<file path="src/rtl/core/assert_macros.svh">
// assertion macros shared by the hot column vote rtl
// no dependencies; included by files that carry concurrent checks
`ifndef ASSERT_MACROS_SVH
`define ASSERT_MACROS_SVH

// plain property under clock and reset
`define THCV_ASSERT(label, clk, rst_n, prop, msg) \
  label: assert property (@(posedge clk) disable iff (!rst_n) (prop)) else $error(msg);

// same-cycle implication
`define THCV_ASSERT_SAME(label, clk, rst_n, ante, cons, msg) \
  `THCV_ASSERT(label, clk, rst_n, (ante) |-> (cons), msg)

// next-cycle implication
`define THCV_ASSERT_NEXT(label, clk, rst_n, ante, cons, msg) \
  `THCV_ASSERT(label, clk, rst_n, (ante) |=> (cons), msg)

`endif

</file>
<file path="src/rtl/core/thcv_pkg.sv">
// shared constants, config codes and controller/datapath structs
// no dependencies; used by every other file of the block but assert_macros.svh
`timescale 1ns / 1ps

package thcv_pkg;

  localparam int THCV_COLS       = 8;
  localparam int THCV_MAX_WINDOW = 16;

  // field widths
  localparam int IDX_W   = 6;
  localparam int LOW_W   = 8;
  localparam int HIGH_W  = 4;
  localparam int RAW_W   = 12;
  localparam int SUM_W   = 16;
  localparam int TGT_W   = 4;
  localparam int PEAK_W  = 15;
  localparam int PROD_W  = 29;

  // config port
  localparam int CFG_IDX_W  = 2;
  localparam int CFG_DATA_W = 16;
  localparam int WLEN_W     = 5;
  localparam int COEFF_W    = 16;
  localparam int HOT_W      = 11;

  localparam logic [CFG_IDX_W-1:0] CFG_WINDOW_LEN  = 2'd0;
  localparam logic [CFG_IDX_W-1:0] CFG_AMBIENT_CQ8 = 2'd1;
  localparam logic [CFG_IDX_W-1:0] CFG_HOT_LIMIT   = 2'd2;

  localparam logic [WLEN_W-1:0]  WLEN_RST  = 5'd5;
  localparam logic [COEFF_W-1:0] COEFF_RST = 16'd256;
  localparam logic [HOT_W-1:0]   HOT_RST   = 11'd160;

  localparam logic [TGT_W-1:0] TGT_NONE = 4'hF;

  typedef struct packed {
    logic acc;          // pixel request: add into its column
    logic amb;          // ambient request: latch level, start scan
    logic scan;
    logic mul1;
    logic mul2;
    logic judge;
    logic sweep_start;
    logic sweep;
    logic pass_pick;
    logic load;
  } thcv_cmd_t;

  typedef struct packed {
    logic scan_last;
    logic sweep_done;
  } thcv_sts_t;

endpackage

</file>
<file path="src/rtl/core/thcv_dpath.sv">
// datapath: config registers, column sums, thresholds, target ring and vote
// depends on thcv_pkg; driven by thcv_ctrl commands
`timescale 1ns / 1ps

module thcv_dpath
  import thcv_pkg::*;
#(
  parameter int COLS       = THCV_COLS,
  parameter int MAX_WINDOW = THCV_MAX_WINDOW
) (
  input  logic                     clk,
  input  logic                     rst_n,
  input  logic                     cfg_we,
  input  logic [CFG_IDX_W-1:0]     cfg_index,
  input  logic [CFG_DATA_W-1:0]    cfg_wdata,
  input  logic [IDX_W-1:0]         in_pixel_index,
  input  logic [LOW_W-1:0]         in_low_byte,
  input  logic [HIGH_W-1:0]        in_high_byte,
  input  thcv_cmd_t                cmd,
  output thcv_sts_t                sts,
  output logic signed [TGT_W-1:0]  out_hottest_column,
  output logic signed [TGT_W-1:0]  out_voted_target,
  output logic signed [PEAK_W-1:0] out_peak_sum
);

  localparam int CW    = $clog2(COLS);
  localparam int EW    = CW + 1;
  localparam int HW    = $clog2(COLS + 1);
  localparam int NW    = $clog2(MAX_WINDOW + 1);
  localparam int RW    = (MAX_WINDOW > 1) ? $clog2(MAX_WINDOW) : 1;
  localparam int RHW   = PROD_W + CW + 1;
  localparam int HOTXW = HOT_W + CW;
  localparam int NPIX  = 2 ** IDX_W;
  localparam int LIMIT = COLS * (COLS - 1);

  localparam logic [CW-1:0] COLS_M1   = CW'(COLS - 1);
  localparam logic [EW-1:0] NEG_ENTRY = {1'b1, {CW{1'b0}}};

  // config registers
  logic [WLEN_W-1:0]  window_len_r;
  logic [COEFF_W-1:0] coeff_r;
  logic [HOT_W-1:0]   hot_limit_r;

  always_ff @(posedge clk) begin
    if (!rst_n) begin
      window_len_r <= WLEN_RST;
      coeff_r      <= COEFF_RST;
      hot_limit_r  <= HOT_RST;
    end else if (cfg_we) begin
      unique case (cfg_index)
        CFG_WINDOW_LEN:  window_len_r <= cfg_wdata[WLEN_W-1:0];
        CFG_AMBIENT_CQ8: coeff_r      <= cfg_wdata[COEFF_W-1:0];
        CFG_HOT_LIMIT:   hot_limit_r  <= cfg_wdata[HOT_W-1:0];
        default: ;
      endcase
    end
  end

  // active window, clamped to 1..MAX_WINDOW
  logic [NW-1:0] wl;
  logic [RW-1:0] wl_m1;

  always_comb begin
    if (window_len_r == '0) begin
      wl = NW'(1);
    end else if ({3'b000, window_len_r} > 8'(MAX_WINDOW)) begin
      wl = NW'(MAX_WINDOW);
    end else begin
      wl = NW'(window_len_r);
    end
  end
  assign wl_m1 = RW'(wl - NW'(1));

  // reading decode and column lookup
  logic signed [RAW_W-1:0] raw;
  logic [CW-1:0]           col_tab [NPIX];
  logic [CW-1:0]           in_col;
  logic                    row_ok;

  assign raw = $signed({in_high_byte, in_low_byte});

  for (genvar g = 0; g < NPIX; g++) begin : g_col
    assign col_tab[g] = CW'(g % COLS);
  end

  assign in_col = col_tab[in_pixel_index];
  // last row and beyond are not summed
  assign row_ok = ({2'b00, in_pixel_index} < 8'(LIMIT));

  // column sums, one shared read port
  logic [SUM_W-1:0] sum_r [COLS];
  logic [CW-1:0]    scan_k_r;
  logic [CW-1:0]    sum_addr;
  logic [SUM_W-1:0] sum_rd;

  assign sum_addr = cmd.scan ? scan_k_r : in_col;
  assign sum_rd   = sum_r[sum_addr];

  always_ff @(posedge clk) begin
    if (!rst_n) begin
      for (int i = 0; i < COLS; i++) sum_r[i] <= '0;
    end else if (cmd.judge) begin
      for (int i = 0; i < COLS; i++) sum_r[i] <= '0;
    end else if (cmd.acc && row_ok) begin
      sum_r[in_col] <= sum_rd + SUM_W'(raw);
    end
  end

  // scan for the first largest column
  logic signed [RAW_W-1:0] ambient_r;
  logic signed [SUM_W-1:0] best_r;
  logic [CW-1:0]           pick_col_r;

  always_ff @(posedge clk) begin
    if (!rst_n) begin
      scan_k_r <= '0;
    end else if (cmd.amb) begin
      scan_k_r <= '0;
    end else if (cmd.scan) begin
      scan_k_r <= scan_k_r + CW'(1);
    end
  end

  always_ff @(posedge clk) begin
    if (cmd.amb) begin
      ambient_r <= raw;
    end
    if (cmd.scan && ((scan_k_r == '0) || ($signed(sum_rd) > best_r))) begin
      best_r     <= $signed(sum_rd);
      pick_col_r <= scan_k_r;
    end
  end

  assign sts.scan_last = (scan_k_r == COLS_M1);

  // floor and hot limit: floor product in mul1, floor and hot limit products in mul2
  logic signed [PROD_W-1:0] prod1_r;
  logic signed [RHW-1:0]    rhs_r;
  logic [HOTXW-1:0]         hot_r;
  logic signed [RHW-1:0]    best_x;
  logic signed [RHW-1:0]    lhs;
  logic                     reject;
  logic                     pick_rej_r;

  always_ff @(posedge clk) begin
    if (cmd.mul1) begin
      prod1_r <= PROD_W'($signed({1'b0, coeff_r})) * PROD_W'(ambient_r);
    end
    if (cmd.mul2) begin
      rhs_r <= RHW'(prod1_r) * RHW'($signed({1'b0, COLS_M1}));
      hot_r <= HOTXW'(hot_limit_r) * HOTXW'(COLS_M1);
    end
  end

  assign best_x = RHW'(best_r);
  assign lhs    = best_x <<< 10;
  assign reject = (lhs < rhs_r) || (32'(best_r) > $signed(32'(hot_r)));

  // target ring with valid bits; unwritten slots read as no target
  logic [EW-1:0]         ring_mem [MAX_WINDOW];
  logic [MAX_WINDOW-1:0] ring_vld_r;
  logic [RW-1:0]         wpos_r;
  logic [RW-1:0]         wr_pos;
  logic [NW-1:0]         wp_inc;
  logic [EW-1:0]         new_entry;

  assign wr_pos    = (NW'(wpos_r) >= wl) ? '0 : wpos_r;
  assign wp_inc    = NW'(wr_pos) + NW'(1);
  assign new_entry = reject ? NEG_ENTRY : {1'b0, pick_col_r};

  always_ff @(posedge clk) begin
    if (cmd.judge) begin
      ring_mem[wr_pos] <= new_entry;
    end
  end

  always_ff @(posedge clk) begin
    if (!rst_n) begin
      ring_vld_r <= '0;
      wpos_r     <= '0;
    end else if (cmd.judge) begin
      ring_vld_r[wr_pos] <= 1'b1;
      wpos_r             <= (wp_inc == wl) ? '0 : RW'(wp_inc);
    end
  end

  always_ff @(posedge clk) begin
    if (cmd.judge) begin
      pick_rej_r <= reject;
    end
  end

  // ring sweep: registered read, one slot per cycle
  logic [RW-1:0] idx_r;
  logic          issuing_r;
  logic          rd_vld_r;
  logic          rd_last_r;
  logic [EW-1:0] rd_entry_r;
  logic          rd_ok_r;
  logic [EW-1:0] ent;
  logic [HW-1:0] hidx;

  always_ff @(posedge clk) begin
    rd_entry_r <= ring_mem[idx_r];
    rd_ok_r    <= ring_vld_r[idx_r];
  end

  always_ff @(posedge clk) begin
    if (!rst_n) begin
      idx_r     <= '0;
      issuing_r <= 1'b0;
      rd_vld_r  <= 1'b0;
      rd_last_r <= 1'b0;
    end else begin
      rd_vld_r  <= cmd.sweep && issuing_r && !cmd.sweep_start;
      rd_last_r <= (idx_r == wl_m1);
      if (cmd.sweep_start) begin
        idx_r     <= '0;
        issuing_r <= 1'b1;
      end else if (cmd.sweep && issuing_r) begin
        idx_r <= idx_r + RW'(1);
        if (idx_r == wl_m1) begin
          issuing_r <= 1'b0;
        end
      end
    end
  end

  assign sts.sweep_done = rd_vld_r && rd_last_r;

  assign ent  = rd_ok_r ? rd_entry_r : NEG_ENTRY;
  assign hidx = ent[CW] ? HW'(COLS) : HW'(ent[CW-1:0]);

  // first pass counts each value, second pass takes the first strict maximum
  logic [NW-1:0] hist_r [COLS + 1];
  logic [NW-1:0] cnt;
  logic [NW-1:0] best_cnt_r;
  logic [EW-1:0] voted_r;

  assign cnt = hist_r[hidx];

  always_ff @(posedge clk) begin
    if (cmd.judge) begin
      for (int i = 0; i <= COLS; i++) hist_r[i] <= '0;
      best_cnt_r <= '0;
    end else if (rd_vld_r) begin
      if (!cmd.pass_pick) begin
        hist_r[hidx] <= cnt + NW'(1);
      end else if (cnt > best_cnt_r) begin
        best_cnt_r <= cnt;
        voted_r    <= ent;
      end
    end
  end

  // result register
  logic [TGT_W-1:0]  out_hot_r;
  logic [TGT_W-1:0]  out_vote_r;
  logic [PEAK_W-1:0] out_peak_r;

  always_ff @(posedge clk) begin
    if (cmd.load) begin
      out_hot_r  <= pick_rej_r ? TGT_NONE : TGT_W'(pick_col_r);
      out_vote_r <= voted_r[CW] ? TGT_NONE : TGT_W'(voted_r[CW-1:0]);
      out_peak_r <= best_r[PEAK_W-1:0];
    end
  end

  assign out_hottest_column = $signed(out_hot_r);
  assign out_voted_target   = $signed(out_vote_r);
  assign out_peak_sum       = $signed(out_peak_r);

endmodule

</file>
<file path="config.mk">
export PLATFORM = sky130hd
export DESIGN_NAME = thcv_dpath
export DESIGN_NICKNAME = d
export VERILOG_FILES = /design/src/rtl/core/assert_macros.svh /design/src/rtl/core/thcv_pkg.sv /design/src/rtl/core/thcv_dpath.sv
export SDC_FILE = /design/constraint.sdc
export NUM_CORES = 1
export LEC_CHECK = 0
export ABC_AREA = 0
export BUFFER_PORTS_ARGS = -buffer_cell sky130_fd_sc_hd__buf_2
export CAP_MARGIN = 20
export CORE_MARGIN = 4
export CORE_UTILIZATION = 50
export DETAILED_ROUTE_END_ITERATION = 8
export PLACE_DENSITY = 0.75
export SLEW_MARGIN = 20
export SYNTH_ARGS = -nofsm -noshare
export SYNTH_HDL_FRONTEND = slang
export SYNTH_SLANG_ARGS = --single-unit
</file>
<file path="constraint.sdc">
create_clock -name clk -period 14.5 [get_ports clk]
set_clock_uncertainty 0.2 [all_clocks]
set_input_delay 2.9 -clock clk [delete_from_list [all_inputs] [get_ports clk]]
set_output_delay 2.9 -clock clk [all_outputs]
set_load 0.01 [all_outputs]
</file>
==> impl_metrics.ini <==
[power_and_ir_drop]
leakage_nw = 13.8
peakVddDrop_mv = 0.144
powerDensity_nw_per_um2 = 149

[logic_synthesis]
ys_seq_area_share_pct = 43.5
synth_fa_ha_area_share_pct = 22.8
syn_inst = 2587
synth_commonest_cells = inv_1, edfxtp_1, nand2_1, nor2_1, ha_1
synth_most_common_cell = inv_1
synthMuxAreaShare_pct = 6.21
yosys_warnings = 0
synth_ff_type = edfxtp_1
ys_types = 69
yosys-top-cells-area = edfxtp_1, fa_1, ha_1, inv_1, dfxtp_1
netlist.area_leader.share_pct = 38.5
synth-xor-area-share_pct = 2.38
synth_top_area_cell = edfxtp_1
syn_area_per_cell_sq_um = 11.2
synthArstFlopShare_pct = 0
synth_edf_count = 372
synthSimpleGateAreaFrac_pct = 11.7
ys_seq_elements = 444
synth_top_family_by_area = adder cells
synth_nets = 3057
synth_compound_area_share_pct = 6.98
netlist_area_sq_um = 29000

[cells_and_area]
fin_nets = 3116
postLayoutCellArea_sq_um = 31700
final_layout_size_suffix_gt1_share_pct = 9.40
seq_area_sq_um = 12600
n_fill_cell = 4663
area_delta_synth_final_pct = 9.40
multiInputGateArea_sq_um = 14600
antennaDiodeCount = 0

[sta]
final_hold_viol_count = 0
slew_violations = 0
slew-limit-headroom_pct = 25.5
holdWs_ns = 0.264
period_share_pct = 49.4
fin_crit_ns = 7.16
rsz0062_at_grt = false
fmax_mhz = 140
worstMarginPinSlew_ns = 1.11
setup_violations = 0
fin_setup_tns_ns = 0

[setup_path]
reg2regPathDepth = 18
cp-start-kind = input port
regToRegStartpoint = ambient_r[11]$_DFFE_PP_
endpoint_kind = register
cp_data_arrival_time_ns = 7.26
cp.required_ns = 14.60
startpoint = cmd[7]
worstPathMaxFanout = 32
crit_type = in2reg
reg2reg_slack_ns = 7.72
timing.rr.end = prod1_r[26]$_DFFE_PP_
setup.worst_path.end = sum_r[7][14]$_SDFFCE_PN0P_

[grt]
grt_start_max_net_pins = 55
grt_usage_pct = 21.0
grt_pass1_wl_microns = 105000
met3_usage_pct = 2.95
grt_use_met2_pct = 36.4
grt_overflow = 0
use_met1_pct = 28.0
first_global_vias = 19748
antenna_found_initial = 0
busiest_layer = met2

[floorplan]
ios = 74
start_util_pct = 50.4
core_sq_um = 57600
die_w_microns = 249
die_area_sq_um = 61900
die_h_microns = 249
rows = 88

[detailed_routing]
dr.pass1.iters = 6
ant_nets = 0
vias = 19121
routedWlPerCell_microns = 18.7
viasPerCell = 5.55
drt_iter0_drc = 1407
routed_wirelength_microns = 64600
drc = 0

[placement]
dp_hpwl_microns = 47500
placed_area_sq_um = 30200
place_congestion = 0.875
buffer_ports.inserted = 73

[cts]
post_cts_buffers = 0
htreeDepth = 2
clock-sinks = 444
cts_resized = 0
cts-buffers-inserted = 46
clockBufferDepth = 3
cts_root_buffer = clkbuf_16
cts_hold_buf = 0
cts_tree = done
clk_pin_slew_ns = 0.07
clk-insertion-delay-late_ns = 0.59

[hold_path]
hp-class = reg2reg

[job]
cap_violations = 0

[run_status]
status = complete, no violations
[area by class of cell]
type / count / area share [%]
sequential: 444 / 39.7
clock buffer: 57 / 3.85
tap: 765 / 3.02
clock inverter: 27 / 1.06
inverter: 416 / 4.92
timing repair buffer: 88 / 1.51
multi-input combinational: 1650 / 45.9
[kinds of logic (layout without fill, tap and decap cells)]
| logic type | after synthesis | in the layout |
|---|---|---|
| flip-flops | 444 | 444 |
| buffers and inverters | 493 | 588 |
| XOR/XNOR | 77 | 77 |
| AO/OA/AOI/OAI | 308 | 308 |
| AND/OR/NAND/NOR | 746 | 746 |
| adder cells (fa/ha/maj) | 421 | 421 |
| multiplexers | 98 | 98 |
[cell usage in the layout, fill, tap and decap left out, drive strengths merged, types with 20 or more instances in the layout]
cell type	Yosys	routed
xor2	25	25
xnor2	51	51
nor2	246	246
nor2b	20	20
dfxtp	72	72
and2	76	76
a21oi	79	79
a21boi	30	30
edfxtp	372	372
nand2b	40	40
fa	180	180
a21o	38	38
o21ai	56	56
nand2	259	259
clkbuf	70	57
nand3	26	26
buf	7	88
ha	241	241
o21a	30	30
mux4	64	64
inv	414	415
[through the flow]
stage / power, mW / std cells / utilization (%) / worst slack, ns
after floorplan: 3.13 / 2587 / - / 7.09
final: 4.74 / 3447 / 55.1 / 7.34
after detailed placement: 3.52 / 3363 / 52.4 / 6.76
after global placement: 3.46 / 3363 / 52.4 / 6.91
after CTS: 4.76 / 3447 / 55.1 / 7.35
after global routing: 5.08 / 3447 / 55.1 / 7.01
[sequential cells by signal, summed over array words and instances (netlist names), 5 cells and up]
name	count
sum_r	128
best_cnt_r	5
hot_r	14
hot_limit_r	11
prod1_r	29
out_peak_sum	15
ring_vld_r	16
ambient_r	12
window_len_r	5
best_r	16
rhs_r	33
coeff_r	16
ring_mem	64
hist_r	45
[worst min path at each step]
stage                                 from                     endpoint  cells after the start
4_1_cts         ring_vld_r[6]$_SDFFE_PN0P_   ring_vld_r[6]$_SDFFE_PN0P_                      1
6_report        ring_vld_r[6]$_SDFFE_PN0P_   ring_vld_r[6]$_SDFFE_PN0P_                      1
5_1_grt         ring_vld_r[3]$_SDFFE_PN0P_   ring_vld_r[3]$_SDFFE_PN0P_                      1
3_3_place_gp   ring_vld_r[10]$_SDFFE_PN0P_  ring_vld_r[10]$_SDFFE_PN0P_                      1
2_1_floorplan         prod1_r[0]$_DFFE_PP_           rhs_r[0]$_DFFE_PP_                      0
3_5_place_dp    ring_vld_r[6]$_SDFFE_PN0P_   ring_vld_r[6]$_SDFFE_PN0P_                      1
[worst max-delay path: stages]
cell and delay, ns:
buf_2 0.32, mux2i_4 0.28, buf_4 0.54, mux4_2 0.59
mux2i_1 0.22, inv_1 0.09, ha_1 0.22, inv_1 0.07
fa_1 0.20, nor2b_1 0.06, o21ai_1 0.16, a21oi_1 0.12
o31a_1 0.31, o311a_1 0.33, o21ai_1 0.23, xor2_1 0.50
nor2_1 0.09
[layer usage]
| layer | up-vias | part of all wire (%) | routed length, microns |
|---|---|---|---|
| met3 | 115 | 7.3 | 4690 |
| met5 | - | 0 | 0 |
| li1 | 8846 | - | - |
| met1 | 9506 | 41 | 26700 |
| met4 | 0 | 2.1 | 1370 |
| met2 | 654 | 49 | 31800 |
[report_power, final]
part	leakage, nW	switching [mW]	total, mW	internal, mW
Clock	0.754	0.503	1.23	0.726
Sequential	4.40	0.0856	1.69	1.61
Combinational	8.67	1.04	1.82	0.782
Total	13.8	1.63	4.74	3.11
Note: power is estimated with default switching activity, not from simulation.
