$ cat src/rtl/core/assert_macros.svh
// assertion macros shared by the hot column vote rtl
// no dependencies; included by files that carry concurrent checks
`ifndef ASSERT_MACROS_SVH
`define ASSERT_MACROS_SVH

// plain property under clock and reset
`define THCV_ASSERT(label, clk, rst_n, prop, msg) \
  label: assert property (@(posedge clk) disable iff (!rst_n) (prop)) else $error(msg);

// same-cycle implication
`define THCV_ASSERT_SAME(label, clk, rst_n, ante, cons, msg) \
  `THCV_ASSERT(label, clk, rst_n, (ante) |-> (cons), msg)

// next-cycle implication
`define THCV_ASSERT_NEXT(label, clk, rst_n, ante, cons, msg) \
  `THCV_ASSERT(label, clk, rst_n, (ante) |=> (cons), msg)

`endif

$ cat src/rtl/core/thcv_pkg.sv
// shared constants, config codes and controller/datapath structs
// no dependencies; used by every other file of the block but assert_macros.svh
`timescale 1ns / 1ps

package thcv_pkg;

  localparam int THCV_COLS       = 8;
  localparam int THCV_MAX_WINDOW = 16;

  // field widths
  localparam int IDX_W   = 6;
  localparam int LOW_W   = 8;
  localparam int HIGH_W  = 4;
  localparam int RAW_W   = 12;
  localparam int SUM_W   = 16;
  localparam int TGT_W   = 4;
  localparam int PEAK_W  = 15;
  localparam int PROD_W  = 29;

  // config port
  localparam int CFG_IDX_W  = 2;
  localparam int CFG_DATA_W = 16;
  localparam int WLEN_W     = 5;
  localparam int COEFF_W    = 16;
  localparam int HOT_W      = 11;

  localparam logic [CFG_IDX_W-1:0] CFG_WINDOW_LEN  = 2'd0;
  localparam logic [CFG_IDX_W-1:0] CFG_AMBIENT_CQ8 = 2'd1;
  localparam logic [CFG_IDX_W-1:0] CFG_HOT_LIMIT   = 2'd2;

  localparam logic [WLEN_W-1:0]  WLEN_RST  = 5'd5;
  localparam logic [COEFF_W-1:0] COEFF_RST = 16'd256;
  localparam logic [HOT_W-1:0]   HOT_RST   = 11'd160;

  localparam logic [TGT_W-1:0] TGT_NONE = 4'hF;

  typedef struct packed {
    logic acc;          // pixel request: add into its column
    logic amb;          // ambient request: latch level, start scan
    logic scan;
    logic mul1;
    logic mul2;
    logic judge;
    logic sweep_start;
    logic sweep;
    logic pass_pick;
    logic load;
  } thcv_cmd_t;

  typedef struct packed {
    logic scan_last;
    logic sweep_done;
  } thcv_sts_t;

endpackage

$ cat src/rtl/core/thcv_ctrl.sv
// frame sequencer: idle, column scan, threshold, ring sweeps, result load
// depends on thcv_pkg for command and status structs
`timescale 1ns / 1ps

module thcv_ctrl
  import thcv_pkg::*;
(
  input  logic       clk,
  input  logic       rst_n,
  input  logic       in_valid,
  input  logic       in_kind,
  output logic       in_ready,
  input  logic       out_ready,
  output logic       out_valid,
  input  thcv_sts_t  sts,
  output thcv_cmd_t  cmd
);

  localparam logic [2:0] S_IDLE  = 3'd0;
  localparam logic [2:0] S_SCAN  = 3'd1;
  localparam logic [2:0] S_MUL1  = 3'd2;
  localparam logic [2:0] S_MUL2  = 3'd3;
  localparam logic [2:0] S_JUDGE = 3'd4;
  localparam logic [2:0] S_HIST  = 3'd5;
  localparam logic [2:0] S_PICK  = 3'd6;
  localparam logic [2:0] S_DONE  = 3'd7;

  logic [2:0] state_r, state_nxt;
  logic       out_valid_r, out_valid_nxt;
  logic       accept;
  logic       load;

  assign in_ready  = (state_r == S_IDLE);
  assign out_valid = out_valid_r;
  assign accept    = in_valid && in_ready;
  // result register must be free or draining
  assign load      = (state_r == S_DONE) && (!out_valid_r || out_ready);

  always_comb begin
    cmd             = '0;
    cmd.acc         = accept && !in_kind;
    cmd.amb         = accept && in_kind;
    cmd.scan        = (state_r == S_SCAN);
    cmd.mul1        = (state_r == S_MUL1);
    cmd.mul2        = (state_r == S_MUL2);
    cmd.judge       = (state_r == S_JUDGE);
    cmd.sweep_start = (state_r == S_JUDGE) || ((state_r == S_HIST) && sts.sweep_done);
    cmd.sweep       = (state_r == S_HIST) || (state_r == S_PICK);
    cmd.pass_pick   = (state_r == S_PICK);
    cmd.load        = load;
  end

  always_comb begin
    state_nxt = state_r;
    unique case (state_r)
      S_IDLE:  if (accept && in_kind) state_nxt = S_SCAN;
      S_SCAN:  if (sts.scan_last) state_nxt = S_MUL1;
      S_MUL1:  state_nxt = S_MUL2;
      S_MUL2:  state_nxt = S_JUDGE;
      S_JUDGE: state_nxt = S_HIST;
      S_HIST:  if (sts.sweep_done) state_nxt = S_PICK;
      S_PICK:  if (sts.sweep_done) state_nxt = S_DONE;
      S_DONE:  if (load) state_nxt = S_IDLE;
      default: state_nxt = S_IDLE;
    endcase
  end

  always_comb begin
    out_valid_nxt = out_valid_r;
    if (load) begin
      out_valid_nxt = 1'b1;
    end else if (out_ready) begin
      out_valid_nxt = 1'b0;
    end
  end

  always_ff @(posedge clk) begin
    if (!rst_n) begin
      state_r     <= S_IDLE;
      out_valid_r <= 1'b0;
    end else begin
      state_r     <= state_nxt;
      out_valid_r <= out_valid_nxt;
    end
  end

endmodule

$ cat config.mk
export PLATFORM = sky130hd
export DESIGN_NAME = thcv_ctrl
export DESIGN_NICKNAME = d
export VERILOG_FILES = /design/src/rtl/core/assert_macros.svh /design/src/rtl/core/thcv_pkg.sv /design/src/rtl/core/thcv_ctrl.sv
export SDC_FILE = /design/constraint.sdc
export NUM_CORES = 1
export LEC_CHECK = 0
export BUFFER_PORTS_ARGS = -buffer_cell sky130_fd_sc_hd__buf_4
export CORE_AREA = 2 2 39 41
export CTS_CLUSTER_SIZE = 20
export DETAILED_ROUTE_END_ITERATION = 6
export DIE_AREA = 0 0 41 43
export REMOVE_ABC_BUFFERS = 1
export SLEW_MARGIN = 20
export SYNTH_ARGS = -nofsm -noshare
export SYNTH_HDL_FRONTEND = slang
export SYNTH_SLANG_ARGS = --single-unit
$ cat constraint.sdc
create_clock -name clk -period 2.6 [get_ports clk]
set_input_delay 0.39 -clock clk [delete_from_list [all_inputs] [get_ports clk]]
set_output_delay 0.39 -clock clk [all_outputs]
set_load 0.05 [all_outputs]
==> metrics.yaml, run 1 <==
drive_gt1_share_pct: 34.8
num-nets-final: 79
reg2reg_from: "state_r[1]$_SDFFE_PN0P_"
cts_max_level: 1
tns_ps: 0
critical_path_class: "reg2out"
avgViaCountPerCell: 4.45
first_pass_iters: 4
drc: 0
drt_iter0_markers: 2
grt_max_degree: 15
path_clk_slew_ps: 40
routed_wirelength_um: 808
irDropWorstVdd_mv: 0.402
wl_per_cell_um: 9.85
avgSynthCellArea_um2: 7.75
cts_tree: "yes"
fill_cells: 149
core-area_um2: 1380
grt_pass1_wl_um: 1250
ys_warn_count: 0
antenna_found_initial: 0
antenna_cells: 0
post_cts_buffers: 0
cts.sinks: 4
worstHoldPathType: "in2reg"
start_util_pct: 26.3
fmax_ghz: 0.533
cts_resized: 0
ys_types: 25
arrival_ps: 1480
critPathRequiredTime_ps: 2210
crit_path_max_fanout: 4
holdPathStages: 3
rsz0062_at_grt: "false"
die-height_um: 43
rows: 14
hold_start: "out_ready"
ant_nets: 0
cp-end-kind: "output pin"
place.gp.congestion: 0.718
grt_pass1_vias: 315
track_usage_pct: 10.3
leakage_nw: 0.267
die_area_um2: 1760
seq_area_um2: 80.1
vias: 365
setup_viol: 0
synth_seq_cells: 4
cts_hold_buf: 0
max-cap-violations: 0
p_per_area_nw_per_um2: 1000
r2r-end: "state_r[1]$_SDFFE_PN0P_"
syn_inst: 47
hold_viol_final: 0
skew_ps: 4.66
grt_overflow: 0
ioPinCount: 19
clockRootBuffer: "clkbuf_4"
start_kind: "register"
portBuffers: 18
period_needed_ps: 1870
r2r_setup_slack_ps: 1070
tightest_slew_ps: 373
max_slew_margin_pct: 75.1
cts-buffers-inserted: 3
whs_endpoint: "out_valid$_SDFFE_PN0P_"
clk_latency_ps: 230
area_growth_pct: 45.4
syn_area_um2: 364
multi_input_area_um2: 260
ys_seq_area_share_pct: 22.0
clock_path_buffers: 2
hpwl_um: 665
status: "completed"
placed_cell_area_um2: 507
slew_violations: 0
die_x_um: 41
reg2reg_depth: 6
min_period_over_period_pct: 72.1
stdcell_area_um2: 529
[cells in the mapped netlist (all sizes together)]
cell    instances  share of area (%)
a21boi          2                4.1
a21oi           2                2.7
and2            2                3.4
and2b           1                2.1
and3            1                1.7
buf             2                3.4
dfxtp           4                 22
ha              4                 14
inv             3                3.1
mux2i           2                5.5
nand2           5                5.2
nand2b          1                1.7
nand3           1                1.4
nand3b          1                2.1
nand4b          1                2.4
nor2            4                4.8
nor2b           5                8.6
nor3            1                1.4
o211ai          1                3.4
o21ai           2                2.7
o31ai           1                2.1
or3b            1                2.4
[critical path, stage by stage (launching register included)]
cell and delay [ps]:
dfxtp_1 370, inv_1 90, ha_1 220, and2b_1 200, and3_1 190, buf_4 180
[power by group]
part | internal [mW] | total [mW] | switching, mW
Combinational | 0.130 | 0.362 | 0.232
Sequential | 0.0762 | 0.0927 | 0.0164
Clock | 0.0516 | 0.0767 | 0.0251
[stage by stage]
stage / worst slack (ps) / util (%) / power [mW] / hold WS, ps / std cells
floorplan: 431 / - / 0.364 / 468 / 45
global placement: 998 / 36.6 / 0.456 / 484 / 79
detailed placement: 960 / 36.6 / 0.459 / 494 / 79
CTS: 708 / 38.2 / 0.538 / 448 / 82
global route: 588 / 38.2 / 0.574 / 459 / 82
finish: 725 / 38.2 / 0.531 / 454 / 82
[metal layers]
metal	vias up	GRT usage, %	wire [um]
li1	194	-	-
met4	0	4.00	0
met3	0	4.71	69
met5	-	0	0
met2	11	13.8	341
met1	160	14.1	397
[cells by family after synthesis]
group	share of synthesized area (%)
buffers and inverters	6.53
AO/OA/AOI/OAI	15.1
adder cells (fa/ha/maj)	13.7
AND/OR/NAND/NOR	37.1
multiplexers	5.50
flip-flops	22.0
[cell usage in the layout (no fill, tap or decap)]
master and n:
buf_4 18, nand2_1 5, nor2b_1 5, ha_1 4, dfxtp_1 4, inv_1 3, nor2_1 3, clkbuf_4 3
and2_1 2, o21ai_0 2, a21oi_1 2, mux2i_1 2, nand2b_1 1, and2b_1 1, and3_1 1, a21boi_0 1
a21boi_1 1, nand4b_1 1, or3b_1 1, o211ai_2 1, nor2_2 1, o31ai_1 1, nor3_1 1, nand3b_1 1
nand3_1 1
[cell type report]
class                   count  area share [%]
well taps                  16            3.78
flip-flops and latches      4            15.1
clock buffers               3            4.26
repair buffers             18            25.5
multi-input cells          38            49.2
inverters                   3            2.13
[worst max path at each step]
stage | cells past startpoint | slack (ps) | to | start
after floorplan | 5 | 430 | cmd[9] | state_r[0]$_SDFFE_PN0P_
after CTS | 5 | 710 | cmd[8] | state_r[0]$_SDFFE_PN0P_
final | 5 | 730 | cmd[8] | state_r[1]$_SDFFE_PN0P_
after global placement | 5 | 1000 | cmd[8] | state_r[1]$_SDFFE_PN0P_
after global routing | 5 | 590 | cmd[2] | state_r[1]$_SDFFE_PN0P_
after detailed placement | 5 | 960 | cmd[8] | state_r[0]$_SDFFE_PN0P_
[sequential cells by signal, indices dropped and copies added, names as in the netlist]
name and cells:
out_valid 1, state_r 3
No activity file was read; power rests on OpenSTA's default activity.
==> run 2, diff against run 1 <==
==> constraint.sdc (replaced) <==
create_clock -name clk -period 1.55 [get_ports clk]
set_input_delay 0.2325 -clock clk [delete_from_list [all_inputs] [get_ports clk]]
set_output_delay 0.2325 -clock clk [all_outputs]
set_load 0.05 [all_outputs]
==> run 2 against run 1 <==
  * Sequential cell count stayed put
  * Register-to-register slack worse by 1000 ps
  * Via count grew 10%
  * Sequential power up 77%
  * Die area unchanged
  * Total power increased by 120%
  * Highest routed layer is now met4
  * Global-route usage is 2.2 points higher
  * Count of clock-buffer cells in the layout unchanged
  * Clock power rose by 63%
  * Worst setup slack worse by 720 ps
  * Non-clock buffer count grew 6
  * Sequential share of layout area down 2.3 points
==> metrics.yaml, run 2 (same netlist as run 1, synthesis figures left out) <==
status: "completed"
wl_per_cell_um: 11.8
cts_max_level: 1
clockRootBuffer: "clkbuf_4"
tns_ps: 0
routed_wirelength_um: 1040
p_per_area_nw_per_um2: 1770
crit_chain: "inv_4 > ha_4 > and2b_1 > and3_4 > buf_8"
crit_buf_inv: 2
drc: 0
first_pass_iters: 2
rows: 14
reg2reg_depth: 7
grt_overflow: 0
fin_ws_ps: 3.94
whs_endpoint: "state_r[2]$_SDFFE_PN0P_"
clock_path_buffers: 2
area_growth_pct: 84.5
p_switching_mw: 0.563
place.gp.congestion: 0.687
antenna_found_initial: 0
stdcell_area_um2: 672
dp_slack_ps: 18.2
track_usage_pct: 12.6
hold_start: "rst_n"
path_clk_slew_ps: 40
worstHoldPathType: "in2reg"
max-cap-violations: 0
grt_max_degree: 15
r2r-end: "state_r[0]$_SDFFE_PN0P_"
fin_util_pct: 48.6
cts-buffers-inserted: 3
start_util_pct: 26.3
fmax_ghz: 0.647
placed_cell_area_um2: 522
min_period_over_period_pct: 99.7
slew_violations: 0
grt_pass1_vias: 356
drive_gt1_share_pct: 58.3
crit_path_max_fanout: 3
reg2reg_from: "state_r[0]$_SDFFE_PN0P_"
hold_viol_final: 0
cell_internal_pwr_mw: 0.625
crit_family: "simple AND/OR/NAND/NOR gates"
ant_nets: 0
cp-end-kind: "output pin"
leakage_nw: 0.305
clk_latency_ps: 230
die-height_um: 43
arrival_ps: 1310
hpwl_um: 670
p_sw_share_pct: 47.4
period_needed_ps: 1550
max_slew_margin_pct: 83.1
p_total_mw: 1.19
cts_tree: "yes"
vias: 403
final_cell_mix: "buf_4, buf_6, nand2_1, nor2b_1"
setup_viol: 0
p_comb_share_pct: 75.6
die_area_um2: 1760
start_kind: "register"
portBuffers: 18
core-area_um2: 1380
num-nets-final: 85
ioPinCount: 19
slowest_delay_ps: 350
cts.sinks: 4
critPathRequiredTime_ps: 1320
rsz0062_at_grt: "true"
r2r_setup_slack_ps: 70
crit_slowest_cell: "dfxtp_4"
skew_ps: 2.59
critical_path_class: "reg2out"
avgViaCountPerCell: 4.58
irDropWorstVdd_mv: 0.745
regMostFlops: "state_r"
tightest_slew_ps: 251
grt_pass1_wl_um: 1410
power_frac_seq_pct: 13.8
clkPwrFrac_pct: 10.5
antenna_cells: 0
largest_reg_flops: 3
holdPathStages: 3
layout_commonest_cell: "buf_4"
die_x_um: 41
drt_iter0_markers: 1
-- run 2: cell types whose count changed in the layout (fill, tap and decap cells not counted), moves of 2 or more --
cell	delta
ha_4	+3
inv_1	-2
dfxtp_1	-3
buf_4	-2
buf_6	+7
ha_1	-4
dfxtp_2	+2
-- run 2: timing repair --
| item | in CTS | in global routing |
|---|---|---|
| hold buffers | 0 | 0 |
| buffers inserted | 2 | 2 |
| gates resized for setup | 10 | 18 |
| hold endpoints to repair | 0 | 0 |
| pin swaps | 1 | 3 |
| endpoints found under the setup margin | 6 | 12 |
-- run 2: area by class of cell --
cell class,instances,area [um^2]
Fill cell,133,712
Multi-Input combinational cell,38,315
Timing Repair Buffer,24,214
Sequential cell,4,86.3
Clock buffer,3,22.5
Tap cell,16,20.0
Inverter,3,13.8
-- run 2: power by group through the flow --
stage	clock [mW]	combinational [mW]	sequential, mW
6_report	0.125	0.898	0.164
3_5_place_dp	0	0.650	0.149
5_1_grt	0.143	0.957	0.166
2_1_floorplan	0	0.459	0.150
3_3_place_gp	0	0.648	0.148
4_1_cts	0.133	0.721	0.153
-- run 2: worst register-to-register path, delay by kind of cell, from the launching register on --
family | cells | cell delay [ps]
and+or+nand+nor | 2 | 350
buffers and inverters | 2 | 200
muxes | 1 | 200
AOI/OAI and AO/OA | 1 | 150
adders and majority gates | 1 | 160
DFF | 1 | 360
-- run 2: worst max-delay path by stage --
stage / slack, ps / start / end / depth (start not counted)
3_3_place_gp: 70 / state_r[0]$_SDFFE_PN0P_ / state_r[0]$_SDFFE_PN0P_ / 6
2_1_floorplan: -460 / state_r[0]$_SDFFE_PN0P_ / cmd[9] / 5
5_1_grt: -70 / state_r[1]$_SDFFE_PN0P_ / cmd[0] / 5
6_report: 4 / state_r[0]$_SDFFE_PN0P_ / cmd[8] / 5
4_1_cts: -5 / state_r[1]$_SDFFE_PN0P_ / cmd[8] / 5
3_5_place_dp: 20 / state_r[0]$_SDFFE_PN0P_ / state_r[1]$_SDFFE_PN0P_ / 6
-- run 2: metal layers --
layer / GRT usage, % / vias to the layer above / part of all wire (%)
li1: - / 207 / -
met1: 12.9 / 179 / 40
met2: 18.1 / 15 / 51
met3: 7.85 / 2 / 7.0
met4: 8.00 / 0 / 1.8
met5: 0 / - / 0
-- run 2: metrics by stage --
step / instances / hold WS (ps)
detailed placement: 81 / 497
CTS: 86 / 282
finish: 88 / 293
global route: 88 / 295
floorplan: 45 / 371
global placement: 81 / 491
==> run 3, diff against run 2 <==
==> constraint.sdc (replaced) <==
create_clock -name clk -period 1.6 [get_ports clk]
set_input_delay 0.24 -clock clk [delete_from_list [all_inputs] [get_ports clk]]
set_output_delay 0.24 -clock clk [all_outputs]
set_load 0.05 [all_outputs]
==> run 3 against run 2 <==
  * Hold slack improved by 3.9 ps
  * Combinational power down 21%
  * Worst setup slack gained 45 ps
  * Critical endpoint unchanged
==> metrics.yaml, run 3 (same netlist as run 1, synthesis figures left out) <==
core-area_um2: 1380
path_clk_slew_ps: 30
r2r-end: "state_r[0]$_SDFFE_PN0P_"
wl_per_cell_um: 9.96
cts_tree: "yes"
rows: 14
stdcell_area_um2: 587
multi_input_area_um2: 285
p_switching_mw: 0.479
first_pass_iters: 3
min_period_over_period_pct: 96.9
start_kind: "register"
setup_viol: 0
p_comb_share_pct: 71.5
skew_ps: 1.81
start_util_pct: 26.3
drc: 0
drt_iter0_markers: 4
layout_commonest_cell: "buf_4"
track_usage_pct: 11.1
cell_internal_pwr_mw: 0.517
grt_pass1_vias: 329
die_area_um2: 1760
area_growth_pct: 61.2
hpwl_um: 659
clock_path_buffers: 2
cp-startpoint: "state_r[0]$_SDFFE_PN0P_"
max_slew_margin_pct: 82.0
ant_nets: 0
die-height_um: 43
grt_pass1_wl_um: 1290
grt_max_degree: 15
critical_path_class: "reg2out"
crit_slowest_cell: "dfxtp_4"
vias: 374
cts.sinks: 4
clockRootBuffer: "clkbuf_4"
cts-buffers-inserted: 3
fmax_ghz: 0.645
hold_start: "rst_n"
ioPinCount: 19
status: "completed"
crit_path_max_fanout: 4
irDropWorstVdd_mv: 0.782
fill_cells: 146
regMostFlops: "state_r"
cts_max_level: 1
arrival_ps: 1310
hold_viol_final: 0
p_total_mw: 0.996
slew_violations: 0
drive_gt1_share_pct: 52.9
portBuffers: 18
clk_latency_ps: 230
p_per_area_nw_per_um2: 1700
p_sw_share_pct: 48.1
worstHoldPathType: "in2reg"
period_needed_ps: 1550
placed_cell_area_um2: 507
tightest_slew_ps: 267
crit_family: "simple AND/OR/NAND/NOR gates"
critPathRequiredTime_ps: 1360
clkPwrFrac_pct: 12.0
largest_reg_flops: 3
routed_wirelength_um: 837
die_x_um: 41
leakage_nw: 0.279
grt_overflow: 0
cp-end-kind: "output pin"
r2r_setup_slack_ps: 170
power_frac_seq_pct: 16.5
crit_chain: "inv_2 > ha_4 > and2b_2 > and3_1 > buf_6"
place.gp.congestion: 0.649
critPathCapture: "cmd[8]"
seq_area_um2: 86.3
avgViaCountPerCell: 4.45
max-cap-violations: 0
slowest_delay_ps: 350
antenna_found_initial: 0
cp.depth: 5
antenna_cells: 0
reg2reg_depth: 6
crit_buf_inv: 2
num-nets-final: 81
rsz0062_at_grt: "true"
final_cell_mix: "buf_4, nand2_1, nor2b_1"
reg2reg_from: "state_r[1]$_SDFFE_PN0P_"
[run 3: changes by cell type in the layout (fill, tap and decap cells not counted), sizes merged]
cell  change
buf       -4
[run 3: power groups by stage]
| stage | sequential [mW] | combinational, mW | clock, mW |
|---|---|---|---|
| after floorplan | 0.146 | 0.445 | 0 |
| after global placement | 0.150 | 0.588 | 0 |
| after detailed placement | 0.153 | 0.591 | 0 |
| after CTS | 0.156 | 0.634 | 0.127 |
| after global routing | 0.168 | 0.773 | 0.133 |
| final | 0.164 | 0.712 | 0.120 |
[run 3: repair_timing]
item	4_1_cts	5_1_grt
endpoints found under the setup margin	3	5
hold buffers	0	0
gates resized for setup	7	10
pin swaps	2	1
setup buffers	1	1
[run 3: worst min-delay path by stage]
stage | slack [ps] | endpoint | cells after the start
floorplan | 380 | state_r[2]$_SDFFE_PN0P_ | 2
global placement | 490 | state_r[1]$_SDFFE_PN0P_ | 2
detailed placement | 500 | state_r[1]$_SDFFE_PN0P_ | 2
CTS | 290 | state_r[2]$_SDFFE_PN0P_ | 3
global route | 310 | state_r[2]$_SDFFE_PN0P_ | 3
finish | 300 | state_r[2]$_SDFFE_PN0P_ | 3
[run 3: area by class of cell]
cell class / instances / share of cell area [%]
multi-input combinational: 38 / 48.6
timing repair buffer: 20 / 27.5
sequential: 4 / 14.7
clock buffer: 3 / 3.84
tap: 16 / 3.41
inverter: 3 / 1.92
[run 3: stage by stage]
step / TNS (ps) / utilization, % / hold slack [ps] / setup slack [ps] / instances
4_1_cts: -12.2 / 39.8 / 293 / -12.2 / 83
6_report: 0 / 42.4 / 297 / 49.3 / 84
3_5_place_dp: 0 / 36.6 / 497 / 52.3 / 79
5_1_grt: -41.1 / 42.4 / 315 / -26.6 / 84
3_3_place_gp: 0 / 36.6 / 486 / 96.6 / 79
2_1_floorplan: -619 / - / 379 / -419 / 45
[run 3: metal layers]
| layer | up-vias | wire, um | GRT usage [%] |
|---|---|---|---|
| met5 | - | 0 | 0 |
| met4 | 0 | 0 | 4.00 |
| met3 | 0 | 82 | 7.85 |
| met2 | 14 | 371 | 15.3 |
| met1 | 161 | 383 | 13.1 |
| li1 | 199 | - | - |
[run 3: worst reg2reg max path, cell delays in order (launching register included)]
cell and delay (ps):
dfxtp_2 330, inv_2 70, ha_2 230, or3b_1 370, o211ai_2 100, nor2_2 80, mux2i_1 120
